**config.mk**
```make
export PLATFORM = sky130hd
export DESIGN_NAME = stroke_ribbon_vertex_gen
export DESIGN_NICKNAME = d
export VERILOG_FILES = /design/src/srv_pkg.sv /design/src/stroke_ribbon_vertex_gen.sv /design/src/srv_iter_unit.sv
export SDC_FILE = /design/constraint.sdc
export NUM_CORES = 2
export LEC_CHECK = 0
export ABC_AREA = 1
export BUFFER_PORTS_ARGS = -buffer_cell sky130_fd_sc_hd__buf_2
export CAP_MARGIN = 20
export CORE_ASPECT_RATIO = 1.75
export CORE_MARGIN = 3
export CORE_UTILIZATION = 45
export CTS_CLUSTER_DIAMETER = 40
export DETAILED_ROUTE_END_ITERATION = 16
export GPL_TIMING_DRIVEN = 0
export PLACE_DENSITY_LB_ADDON = 0.15
export SLEW_MARGIN = 15
export SYNTH_ARGS = -nofsm -noshare
export SYNTH_HDL_FRONTEND = slang
export SYNTH_SLANG_ARGS = --single-unit
```
**constraint.sdc**
```tcl
create_clock -name clk -period 28.6 [get_ports clk]
set_input_delay 1.43 -clock clk [delete_from_list [all_inputs] [get_ports clk]]
set_output_delay 1.43 -clock clk [all_outputs]
set_load 0.005 [all_outputs]
```
**src/srv_pkg.sv**
```systemverilog
// ----------------------------------------------------------------------------
// Stroke ribbon vertex generator package
// Shared types and constants for the vertex generator and its iterative unit.
// ----------------------------------------------------------------------------
package srv_pkg;

    localparam int OPW      = 58;   // operand shift register
    localparam int RW       = 33;   // partial remainder
    localparam int QW       = 39;   // quotient / root
    localparam int DVW      = 30;   // divisor (2 * len_q)
    localparam int LQW      = 29;   // len_q
    localparam int MAG_W    = 16;   // reduced direction magnitude
    localparam int HW_W     = 18;   // half width * 512
    localparam int MUL_W    = 19;   // signed multiplier operand
    localparam int PROD_W   = 38;
    localparam int CNT_W    = 6;

    localparam logic [CNT_W-1:0] SQ_STEPS = 6'd29;
    localparam logic [CNT_W-1:0] DV_STEPS = 6'd39;

    localparam logic [8:0] PRESS_FULL = 9'd256;
    localparam logic [9:0] MIN_RESET  = 10'd32;
    localparam logic [9:0] MAX_RESET  = 10'd128;

    localparam logic REG_MIN_WIDTH = 1'b0;
    localparam logic REG_MAX_WIDTH = 1'b1;

    typedef struct packed {
        logic start;
        logic sqrt_mode;
    } unit_cmd_t;

endpackage

```
**src/stroke_ribbon_vertex_gen.sv**
```systemverilog
// ----------------------------------------------------------------------------
// Stroke ribbon vertex generator
// Turns stroke points into triangle-strip vertex pairs offset by the scaled
// unit perpendicular of the local direction.
// ----------------------------------------------------------------------------
// Sequence: an accepted request runs a square root, two divides and the setup,
// multiply and handoff states before its first vertex, with one more reduction pass per
// halving of an oversized direction; a closing point repeats that for its second pair.
// Throughput: one request at a time; a point that is only held is stored without
// running that sequence, and output stalls hold the emitting states.
// Reset: rst_n asynchronous; clears the held points, widths go to 32 and 128.
module stroke_ribbon_vertex_gen
#(
    parameter int COORD_WIDTH = 16
)
(
    input  logic                          clk,
    input  logic                          rst_n,
    input  logic                          psel,
    input  logic                          penable,
    input  logic                          pwrite,
    input  logic [2:0]                    paddr,
    input  logic [31:0]                   pwdata,
    output logic [31:0]                   prdata,
    output logic                          pready,
    input  logic                          in_valid,
    output logic                          in_ready,
    input  logic signed [COORD_WIDTH-1:0] point_x,
    input  logic signed [COORD_WIDTH-1:0] point_y,
    input  logic [8:0]                    pressure,
    input  logic                          stroke_end,
    output logic                          out_valid,
    input  logic                          out_ready,
    output logic signed [COORD_WIDTH-1:0] vertex_x,
    output logic signed [COORD_WIDTH-1:0] vertex_y,
    output logic                          side,
    output logic                          last_of_run,
    output logic                          strip_done
);

    localparam int CW = COORD_WIDTH;
    localparam int DW = CW + 1;
    localparam int MW = (DW > srv_pkg::MAG_W + 1) ? DW : srv_pkg::MAG_W + 1;
    localparam int SW = ((CW > srv_pkg::QW) ? CW : srv_pkg::QW) + 2;

    typedef enum logic [3:0] {
        ST_IDLE, ST_DIR, ST_RED, ST_MHW, ST_MXX, ST_MYY, ST_SQL, ST_SQW,
        ST_MY, ST_DVYW, ST_MX, ST_DVXW, ST_EM0, ST_EM1, ST_EM2
    } state_t;

    state_t state_reg;

    logic [9:0] min_width_reg, max_width_reg;

    logic signed [CW-1:0] in_x_reg, in_y_reg, held_x_reg, held_y_reg;
    logic signed [CW-1:0] prior_x_reg, prior_y_reg, pt_x_reg, pt_y_reg;
    logic [8:0]           in_p_reg, held_p_reg, pt_p_reg;
    logic                 in_end_reg;
    logic [1:0]           seen_reg;
    logic signed [DW-1:0] dx_reg, dy_reg;
    logic [MW-1:0]        ax_reg, ay_reg;
    logic                 negx_reg, negy_reg, job2_reg, run_end_reg, done_flag_reg;
    logic signed [srv_pkg::PROD_W-1:0] prod_reg;
    logic [31:0]          acc_reg;
    logic [srv_pkg::HW_W-1:0] hw_reg;
    logic [srv_pkg::LQW-1:0]  lq_reg;
    logic [srv_pkg::QW-1:0]   qx_reg, qy_reg;

    logic signed [CW-1:0] vx_reg, vy_reg;
    logic                 side_reg, last_reg, sdone_reg, ovalid_reg;

    // ---------------- configuration ----------------
    logic cfg_wr;
    assign cfg_wr = psel && penable && pwrite;
    assign pready = 1'b1;
    assign prdata = {22'd0, (paddr[2] == srv_pkg::REG_MAX_WIDTH) ? max_width_reg
                                                                 : min_width_reg};

    always_ff @(posedge clk or negedge rst_n)
    begin
        if (!rst_n)
        begin
            min_width_reg <= srv_pkg::MIN_RESET;
            max_width_reg <= srv_pkg::MAX_RESET;
        end
        else if (cfg_wr)
        begin
            unique case (paddr[2])
                srv_pkg::REG_MIN_WIDTH: min_width_reg <= pwdata[9:0];
                srv_pkg::REG_MAX_WIDTH: max_width_reg <= pwdata[9:0];
                default: ;
            endcase
        end
    end

    // ---------------- shared multiplier ----------------
    logic signed [srv_pkg::MUL_W-1:0] mul_a, mul_b;
    logic signed [srv_pkg::PROD_W-1:0] mul_p;
    logic signed [10:0] span;

    always_comb
    begin
        span  = $signed({1'b0, max_width_reg}) - $signed({1'b0, min_width_reg});
        mul_a = '0;
        mul_b = '0;
        case (state_reg)
            ST_MHW:
            begin
                mul_a = $signed({10'd0, pt_p_reg});
                mul_b = srv_pkg::MUL_W'(span);
            end
            ST_MXX:
            begin
                mul_a = $signed({3'd0, ax_reg[srv_pkg::MAG_W-1:0]});
                mul_b = mul_a;
            end
            ST_MYY:
            begin
                mul_a = $signed({3'd0, ay_reg[srv_pkg::MAG_W-1:0]});
                mul_b = mul_a;
            end
            ST_MY:
            begin
                mul_a = $signed({3'd0, ay_reg[srv_pkg::MAG_W-1:0]});
                mul_b = $signed({1'b0, hw_reg});
            end
            ST_MX:
            begin
                mul_a = $signed({3'd0, ax_reg[srv_pkg::MAG_W-1:0]});
                mul_b = $signed({1'b0, hw_reg});
            end
            default: ;
        endcase
        mul_p = mul_a * mul_b;
    end

    // ---------------- iterative unit ----------------
    srv_pkg::unit_cmd_t        ucmd;
    logic [srv_pkg::OPW-1:0]   u_operand;
    logic [srv_pkg::DVW-1:0]   u_divisor;
    logic                      u_done;
    logic [srv_pkg::QW-1:0]    u_result;
    logic [32:0]               sumsq;
    logic [srv_pkg::QW-1:0]    dividend;

    always_comb
    begin
        sumsq    = {1'b0, acc_reg} + {1'b0, prod_reg[31:0]};
        dividend = {1'b0, prod_reg[33:0], 4'd0} + {10'd0, lq_reg};
        ucmd.start     = (state_reg == ST_SQL) || (state_reg == ST_MY)
                      || (state_reg == ST_MX);
        ucmd.sqrt_mode = (state_reg == ST_SQL);
        if (state_reg == ST_SQL)
            u_operand = {1'b0, sumsq, 24'd0};
        else
            u_operand = {dividend, {(srv_pkg::OPW-srv_pkg::QW){1'b0}}};
        u_divisor = {lq_reg, 1'b0};
    end

    // Divide operand comes from the product of the same cycle.
    logic [srv_pkg::QW-1:0] dividend_now;
    logic [srv_pkg::OPW-1:0] u_operand_sel;
    assign dividend_now  = {1'b0, mul_p[33:0], 4'd0} + {10'd0, lq_reg};
    assign u_operand_sel = (state_reg == ST_SQL) ? u_operand
                         : {dividend_now, {(srv_pkg::OPW-srv_pkg::QW){1'b0}}};

    srv_iter_unit u_iter
    (
        .clk     (clk),
        .rst_n   (rst_n),
        .cmd     (ucmd),
        .operand (u_operand_sel),
        .divisor (u_divisor),
        .done    (u_done),
        .result  (u_result)
    );

    // ---------------- direction and vertex logic ----------------
    logic [8:0]           p_sat;
    logic signed [DW-1:0] fdx, fdy, bdx, bdy;
    logic [DW-1:0]        abs_x, abs_y;
    logic                 dzero, big;
    logic signed [SW-1:0] px, py, ox, oy, v0x, v0y, v1x, v1y;
    logic signed [SW-1:0] sat_hi, sat_lo;
    logic signed [CW-1:0] s0x, s0y, s1x, s1y;
    logic signed [19:0]   hw_sum;

    function automatic logic signed [CW-1:0] clip(input logic signed [SW-1:0] v,
                                                  input logic signed [SW-1:0] hi,
                                                  input logic signed [SW-1:0] lo);
        if (v > hi)
            clip = hi[CW-1:0];
        else if (v < lo)
            clip = lo[CW-1:0];
        else
            clip = v[CW-1:0];
    endfunction

    always_comb
    begin
        p_sat = (pressure > srv_pkg::PRESS_FULL) ? srv_pkg::PRESS_FULL : pressure;
        fdx   = DW'(point_x) - DW'(held_x_reg);
        fdy   = DW'(point_y) - DW'(held_y_reg);
        bdx   = DW'(held_x_reg) - DW'(prior_x_reg);
        bdy   = DW'(held_y_reg) - DW'(prior_y_reg);
        dzero = (dx_reg == '0) && (dy_reg == '0);
        abs_x = dx_reg[DW-1] ? DW'(-dx_reg) : DW'(dx_reg);
        abs_y = dy_reg[DW-1] ? DW'(-dy_reg) : DW'(dy_reg);
        big   = (|ax_reg[MW-1:srv_pkg::MAG_W]) || (|ay_reg[MW-1:srv_pkg::MAG_W]);
        hw_sum = $signed({2'b00, min_width_reg, 8'd0}) + prod_reg[19:0];

        sat_hi = {{(SW-CW+1){1'b0}}, {(CW-1){1'b1}}};
        sat_lo = ~sat_hi;
        px  = SW'(pt_x_reg);
        py  = SW'(pt_y_reg);
        ox  = negx_reg ? -$signed({2'b00, qx_reg}) : $signed({2'b00, qx_reg});
        oy  = negy_reg ? -$signed({2'b00, qy_reg}) : $signed({2'b00, qy_reg});
        v0x = px + ox;
        v0y = py + oy;
        v1x = px - ox;
        v1y = py - oy;
        s0x = clip(v0x, sat_hi, sat_lo);
        s0y = clip(v0y, sat_hi, sat_lo);
        s1x = clip(v1x, sat_hi, sat_lo);
        s1y = clip(v1y, sat_hi, sat_lo);
    end

    // ---------------- sequencer ----------------
    always_ff @(posedge clk or negedge rst_n)
    begin
        if (!rst_n)
        begin
            state_reg   <= ST_IDLE;
            seen_reg    <= 2'd0;
            held_x_reg  <= '0;
            held_y_reg  <= '0;
            held_p_reg  <= '0;
            prior_x_reg <= '0;
            prior_y_reg <= '0;
            ovalid_reg  <= 1'b0;
            job2_reg    <= 1'b0;
        end
        else
        begin
            unique case (state_reg)
                ST_IDLE:
                begin
                    if (in_valid)
                    begin
                        in_x_reg   <= point_x;
                        in_y_reg   <= point_y;
                        in_p_reg   <= p_sat;
                        in_end_reg <= stroke_end;
                        if (seen_reg == 2'd0)
                        begin
                            if (!stroke_end)
                            begin
                                held_x_reg <= point_x;
                                held_y_reg <= point_y;
                                held_p_reg <= p_sat;
                                seen_reg   <= 2'd1;
                            end
                        end
                        else
                        begin
                            pt_x_reg      <= held_x_reg;
                            pt_y_reg      <= held_y_reg;
                            pt_p_reg      <= held_p_reg;
                            run_end_reg   <= !stroke_end;
                            done_flag_reg <= 1'b0;
                            job2_reg      <= stroke_end;
                            if (fdx == '0 && fdy == '0 && seen_reg[1])
                            begin
                                dx_reg <= bdx;
                                dy_reg <= bdy;
                            end
                            else
                            begin
                                dx_reg <= fdx;
                                dy_reg <= fdy;
                            end
                            state_reg <= ST_DIR;
                        end
                    end
                end
                ST_DIR:
                begin
                    negx_reg  <= !dy_reg[DW-1] && (dy_reg != '0);
                    negy_reg  <= dx_reg[DW-1];
                    ax_reg    <= dzero ? MW'(1) : MW'(abs_x);
                    ay_reg    <= MW'(abs_y);
                    state_reg <= ST_RED;
                end
                ST_RED:
                begin
                    if (big)
                    begin
                        ax_reg <= ax_reg >> 1;
                        ay_reg <= ay_reg >> 1;
                    end
                    else
                    begin
                        state_reg <= ST_MHW;
                    end
                end
                ST_MHW:
                begin
                    prod_reg  <= mul_p;
                    state_reg <= ST_MXX;
                end
                ST_MXX:
                begin
                    hw_reg    <= hw_sum[srv_pkg::HW_W-1:0];
                    prod_reg  <= mul_p;
                    state_reg <= ST_MYY;
                end
                ST_MYY:
                begin
                    acc_reg   <= prod_reg[31:0];
                    prod_reg  <= mul_p;
                    state_reg <= ST_SQL;
                end
                ST_SQL:
                begin
                    state_reg <= ST_SQW;
                end
                ST_SQW:
                begin
                    if (u_done)
                    begin
                        lq_reg <= (u_result[srv_pkg::LQW-1:0] == '0)
                                ? srv_pkg::LQW'(1) : u_result[srv_pkg::LQW-1:0];
                        state_reg <= ST_MY;
                    end
                end
                ST_MY:
                begin
                    state_reg <= ST_DVYW;
                end
                ST_DVYW:
                begin
                    if (u_done)
                    begin
                        qx_reg    <= u_result;
                        state_reg <= ST_MX;
                    end
                end
                ST_MX:
                begin
                    state_reg <= ST_DVXW;
                end
                ST_DVXW:
                begin
                    if (u_done)
                    begin
                        qy_reg    <= u_result;
                        state_reg <= ST_EM0;
                    end
                end
                ST_EM0:
                begin
                    vx_reg     <= s0x;
                    vy_reg     <= s0y;
                    side_reg   <= 1'b0;
                    last_reg   <= 1'b0;
                    sdone_reg  <= 1'b0;
                    ovalid_reg <= 1'b1;
                    state_reg  <= ST_EM1;
                end
                ST_EM1:
                begin
                    if (out_ready)
                    begin
                        vx_reg    <= s1x;
                        vy_reg    <= s1y;
                        side_reg  <= 1'b1;
                        last_reg  <= run_end_reg;
                        sdone_reg <= done_flag_reg;
                        state_reg <= ST_EM2;
                    end
                end
                ST_EM2:
                begin
                    if (out_ready)
                    begin
                        ovalid_reg <= 1'b0;
                        if (job2_reg)
                        begin
                            pt_x_reg      <= in_x_reg;
                            pt_y_reg      <= in_y_reg;
                            pt_p_reg      <= in_p_reg;
                            dx_reg        <= DW'(in_x_reg) - DW'(held_x_reg);
                            dy_reg        <= DW'(in_y_reg) - DW'(held_y_reg);
                            run_end_reg   <= 1'b1;
                            done_flag_reg <= 1'b1;
                            job2_reg      <= 1'b0;
                            state_reg     <= ST_DIR;
                        end
                        else
                        begin
                            if (in_end_reg)
                            begin
                                held_x_reg  <= '0;
                                held_y_reg  <= '0;
                                held_p_reg  <= '0;
                                prior_x_reg <= '0;
                                prior_y_reg <= '0;
                                seen_reg    <= 2'd0;
                            end
                            else
                            begin
                                prior_x_reg <= held_x_reg;
                                prior_y_reg <= held_y_reg;
                                held_x_reg  <= in_x_reg;
                                held_y_reg  <= in_y_reg;
                                held_p_reg  <= in_p_reg;
                                seen_reg    <= 2'd2;
                            end
                            state_reg <= ST_IDLE;
                        end
                    end
                end
                default: state_reg <= ST_IDLE;
            endcase
        end
    end

    assign in_ready    = (state_reg == ST_IDLE);
    assign out_valid   = ovalid_reg;
    assign vertex_x    = vx_reg;
    assign vertex_y    = vy_reg;
    assign side        = side_reg;
    assign last_of_run = last_reg;
    assign strip_done  = sdone_reg;

`ifndef ASSERT_OFF
    a_ready_excl: assert property (@(posedge clk) disable iff (!rst_n)
        in_ready |-> !out_valid)
        else $error("request accepted while a vertex is pending");

    a_done_last: assert property (@(posedge clk) disable iff (!rst_n)
        (out_valid && strip_done) |-> (last_of_run && side))
        else $error("strip end not on closing vertex");

    a_unit_done: assert property (@(posedge clk) disable iff (!rst_n)
        u_done |-> (state_reg == ST_SQW || state_reg == ST_DVYW || state_reg == ST_DVXW))
        else $error("unit finished outside a wait state");

    a_seen_code: assert property (@(posedge clk) disable iff (!rst_n)
        seen_reg != 2'd3)
        else $error("point count code invalid");
`endif

endmodule

```
**src/srv_iter_unit.sv**
```systemverilog
// ----------------------------------------------------------------------------
// Iterative root / divide unit
// Restoring square root (two radicand bits per cycle) or restoring division
// (one dividend bit per cycle) sharing one compare and subtract.
// ----------------------------------------------------------------------------
module srv_iter_unit
(
    input  logic                         clk,
    input  logic                         rst_n,
    input  srv_pkg::unit_cmd_t           cmd,
    input  logic [srv_pkg::OPW-1:0]      operand,
    input  logic [srv_pkg::DVW-1:0]      divisor,
    output logic                         done,
    output logic [srv_pkg::QW-1:0]       result
);

    logic [srv_pkg::OPW-1:0]   opnd_reg;
    logic [srv_pkg::RW-1:0]    rem_reg;
    logic [srv_pkg::QW-1:0]    res_reg;
    logic [srv_pkg::DVW-1:0]   dvs_reg;
    logic [srv_pkg::CNT_W-1:0] cnt_reg;
    logic                      mode_reg;
    logic                      busy_reg;
    logic                      done_reg;

    logic [srv_pkg::RW-1:0]    shifted;
    logic [srv_pkg::RW-1:0]    sub;
    logic [srv_pkg::RW:0]      diff;
    logic                      ge;

    always_comb
    begin
        if (mode_reg)
        begin
            shifted = {rem_reg[srv_pkg::RW-3:0], opnd_reg[srv_pkg::OPW-1 -: 2]};
            sub     = {res_reg[srv_pkg::RW-3:0], 2'b01};
        end
        else
        begin
            shifted = {rem_reg[srv_pkg::RW-2:0], opnd_reg[srv_pkg::OPW-1]};
            sub     = {{(srv_pkg::RW-srv_pkg::DVW){1'b0}}, dvs_reg};
        end
        diff = {1'b0, shifted} - {1'b0, sub};
        ge   = !diff[srv_pkg::RW];
    end

    always_ff @(posedge clk or negedge rst_n)
    begin
        if (!rst_n)
        begin
            busy_reg <= 1'b0;
            done_reg <= 1'b0;
            cnt_reg  <= '0;
            mode_reg <= 1'b0;
        end
        else
        begin
            done_reg <= 1'b0;
            if (cmd.start)
            begin
                busy_reg <= 1'b1;
                mode_reg <= cmd.sqrt_mode;
                cnt_reg  <= (cmd.sqrt_mode ? srv_pkg::SQ_STEPS : srv_pkg::DV_STEPS) - 6'd1;
            end
            else if (busy_reg)
            begin
                if (cnt_reg == '0)
                begin
                    busy_reg <= 1'b0;
                    done_reg <= 1'b1;
                end
                else
                begin
                    cnt_reg <= cnt_reg - 6'd1;
                end
            end
        end
    end

    always_ff @(posedge clk)
    begin
        if (cmd.start)
        begin
            opnd_reg <= operand;
            dvs_reg  <= divisor;
            rem_reg  <= '0;
            res_reg  <= '0;
        end
        else if (busy_reg)
        begin
            rem_reg  <= ge ? diff[srv_pkg::RW-1:0] : shifted;
            res_reg  <= {res_reg[srv_pkg::QW-2:0], ge};
            opnd_reg <= mode_reg ? {opnd_reg[srv_pkg::OPW-3:0], 2'b00}
                                 : {opnd_reg[srv_pkg::OPW-2:0], 1'b0};
        end
    end

    assign done   = done_reg;
    assign result = res_reg;

endmodule
```
==> qor.csv <==
stage,metric,value,unit
sta,min Tclk post-route,11.56,ns
place,final HPWL from detailed placement,222,mm
critical_path,register-to-register path setup slack,17.04,ns
critical_path,Worst setup endpoint,u_iter.opnd_reg[52],
floorplan,overall die area,0.148,mm²
critical_path,RR Startpoint,min_width_reg[0],
global_routing,initial antenna violation count,15,
clocking,number of setup buffers added after CTS,0,
sta,Slew HR,19.0,%
pwr,VDD IR max,0.000307,V
detailed_routing,post-route ant nets,0,
floorplan,die span in x,292,µm
critical_path,Critical Path RT,29.04,ns
clocking,Max Buffers Root-to-Sink,3,
pwr,areal power density over the cells,125,mW/mm²
clocking,clock-pin slew on the worst setup and hold paths,0.06,ns
synth,post-synthesis instance total,9134,
detailed_routing,initial drt markers,4286,
floorplan,CORE AREA,0.142,mm²
global_routing,vias in the first global route,62700,
detailed_routing,Routed WL per cell,23.0,µm
floorplan,starting density of the core,45.3,%
global_routing,total routing resource utilization after global routing,34.8,%
critical_path,endpoint kind of the worst setup timing path,flip-flop,
synth,ranking of synthesized cells by area,"edfxtp_1 (21%), nand2_1 (15%), fa_1 (9.6%)",
clocking,number of H-tree levels,3,
place,port bufs,106,
detailed_routing,router iterations before antenna repair,6,
sta,Setup Viol. Count Final,0,
sta,"Worst Setup Slack, final",17.04,ns
detailed_routing,routed wire length,261,mm
sta,setup repair after global routing missed its margin,false,
min_path,Hold Crit Class,flip-flop to flip-flop,
pwr,cell leakage power,34.7,nW
clocking,post-cts repair resize count,0,
critical_path,cell depth of the worst flop-to-flop path,46,
finish,area growth from synthesis to layout,10.2,%
critical_path,Crit Path Max Fanout,10,
critical_path,Setup Crit Path Kind,flip-flop to flip-flop,
synth,async set-reset flop share out of synthesis,17.5,%
global_routing,first-pass GRT wire length,382,mm
sta,Sum Neg Setup Slack,0,ns
finish,final design utilization,50.0,%
clocking,CTS Sinks,628,
synth,Synth warnings,0,
synth,Yosys top cell area share,20.9,%
sta,Highest Clock Rate,86.5,MHz
finish,share of layout cells above drive strength 1,5.85,%
floorplan,count of standard-cell rows,183,
floorplan,I/O pin cnt,154,
status,run status,completed,
clocking,clock tree from TritonCTS,yes,
pwr,Final Total Pwr,0.00887,W
critical_path,Critical Path Source,min_width_reg[0],
run,max cap viols,0,
synth,post-synth cell types,75,
finish,most common library cell in the layout ignoring fill and taps,nand2_1,
sta,Worst-Margin Slew,1.21,ns
synth,mean instance size in the synthesized netlist,7.05,µm²
finish,nets@finish,10300,
synth,register area share after synthesis,27.3,%
sta,ratio of final minimum period to clock period,40.4,%
global_routing,Overflow after GRT,0,
clocking,insertion delay to the later sink of the worst-skew pair,0.69,ns
critical_path,slowest stage cell on the critical path,xnor2_1,
synth,Synth Register Bits,628,
sta,number of pins exceeding their max-slew limit in the final report,0,
detailed_routing,via-per-instance ratio,5.48,
synth,number of enable flip-flop cells after synthesis,447,
place,final weighted congestion in routability-driven placement,1.01,
sta,final hold violation count,0,
synth,predominant post-synthesis flop cell,edfxtp_1,
clocking,number of buffers added by the clock tree synthesis step,82,
critical_path,end of the worst register-to-register path,u_iter.opnd_reg[52],
clocking,hold buffers post-CTS,0,
detailed_routing,total via count in the routed design,62100,
clocking,library cell used as clock root buffer,clkbuf_16,
floorplan,height of the chip,506,µm
global_routing,largest net degree at the start of global routing,72,
critical_path,cell mode on critical path,inv_1,
finish,"commonest non-fill, non-tap cells in the layout","nand2_1 (2,586), inv_1 (1,568), nor2_1 (872)",
synth,synthesized cell area,0.0644,mm²
critical_path,startpoint kind of the worst setup timing path,flip-flop,
place,setup slack at placement,17.16,ns
sta,Worst Clk Skew,0.0410,ns
critical_path,arrival time worst endpoint,12.00,ns
detailed_routing,residual DRC count,0,
critical_path,largest stage delay on the critical path,0.87,ns
synth,Yosys top cell by area,edfxtp_1,
area by class of cell:
class | count | area (µm²)
well taps | 1850 | 2310
inverters | 1610 | 6040
repair buffers | 151 | 1080
plain buffers | 274 | 1310
flip-flops and latches | 628 | 17600
diodes | 7 | 17.5
multi-input cells | 6653 | 39700
clock inverters | 54 | 716
fillers | 14600 | 71100
clock buffers | 99 | 2180
cell usage after synthesis (all sizes together), types with 38 or more instances:
cell type,n
dfxtp,71
a21oi,487
nor2,902
nor3,85
dfrtp,108
a31oi,61
clkbuf,167
xor2,200
o22ai,60
o221ai,38
ha,459
nand3,429
o21ai,495
nand4,122
fa,310
o21bai,38
xnor2,81
buf,107
inv,1596
edfxtp,447
nand2,2603
per-stage QoR:
step           cells  hold slack (ns)  area (µm²)
2_1_floorplan   9165            0.426       64500
3_3_place_gp   11100            0.443       67300
3_5_place_dp   11200            0.445       68000
4_1_cts        11300            0.459       70900
5_1_grt        11300            0.474       70900
6_report       11300            0.454       70900
how the worst min path moves through the flow:
stage                                  start                 end  slack, ns  cells past startpoint
final                     u_iter.rem_reg[31]  u_iter.rem_reg[31]       0.45                      2
after global routing      u_iter.rem_reg[31]  u_iter.rem_reg[31]       0.47                      2
after CTS                 u_iter.rem_reg[31]  u_iter.rem_reg[31]       0.46                      2
after detailed placement   u_iter.result[33]          qx_reg[33]       0.44                      0
after global placement    u_iter.rem_reg[31]  u_iter.rem_reg[31]       0.44                      2
after floorplan            u_iter.result[31]          qx_reg[31]       0.43                      0
metal layers:
metal,global-route usage [%],wire [µm],up-vias
li1,-,-,29700
met1,33.2,84900,29400
met2,65.0,135000,2141
met3,3.42,11000,864
met4,32.7,30100,8
met5,0,52,-
where the power goes:
part | internal (W) | leakage [nW] | switching, W
Combinational | 0.00188 | 27.3 | 0.00435
Sequential | 0.00134 | 6.02 | 0.000210
Clock | 0.000622 | 1.40 | 0.000463
critical path, delay by kind of cell (launching register included):
| family | cells | cell delay, ns |
|---|---|---|
| buffers and inverters | 10 | 1.29 |
| flip-flops | 1 | 0.46 |
| AND/OR/NAND/NOR | 15 | 2.82 |
| adder cells (fa/ha/maj) | 10 | 4.24 |
| XOR/XNOR | 1 | 0.87 |
| AO/OA/AOI/OAI | 10 | 1.61 |
logic make-up after synthesis:
| group | Yosys count | synth area share (%) |
|---|---|---|
| compound gates | 1338 | 11.9 |
| simple gates | 4227 | 26.9 |
| buf+inv | 1884 | 11.4 |
| mux | 4 | 0.0642 |
| xor+xnor | 282 | 3.87 |
| fa+ha+maj | 769 | 18.6 |
| other cells | 2 | 0.0117 |
| flops | 628 | 27.3 |
(Power assumes the default switching activity.)
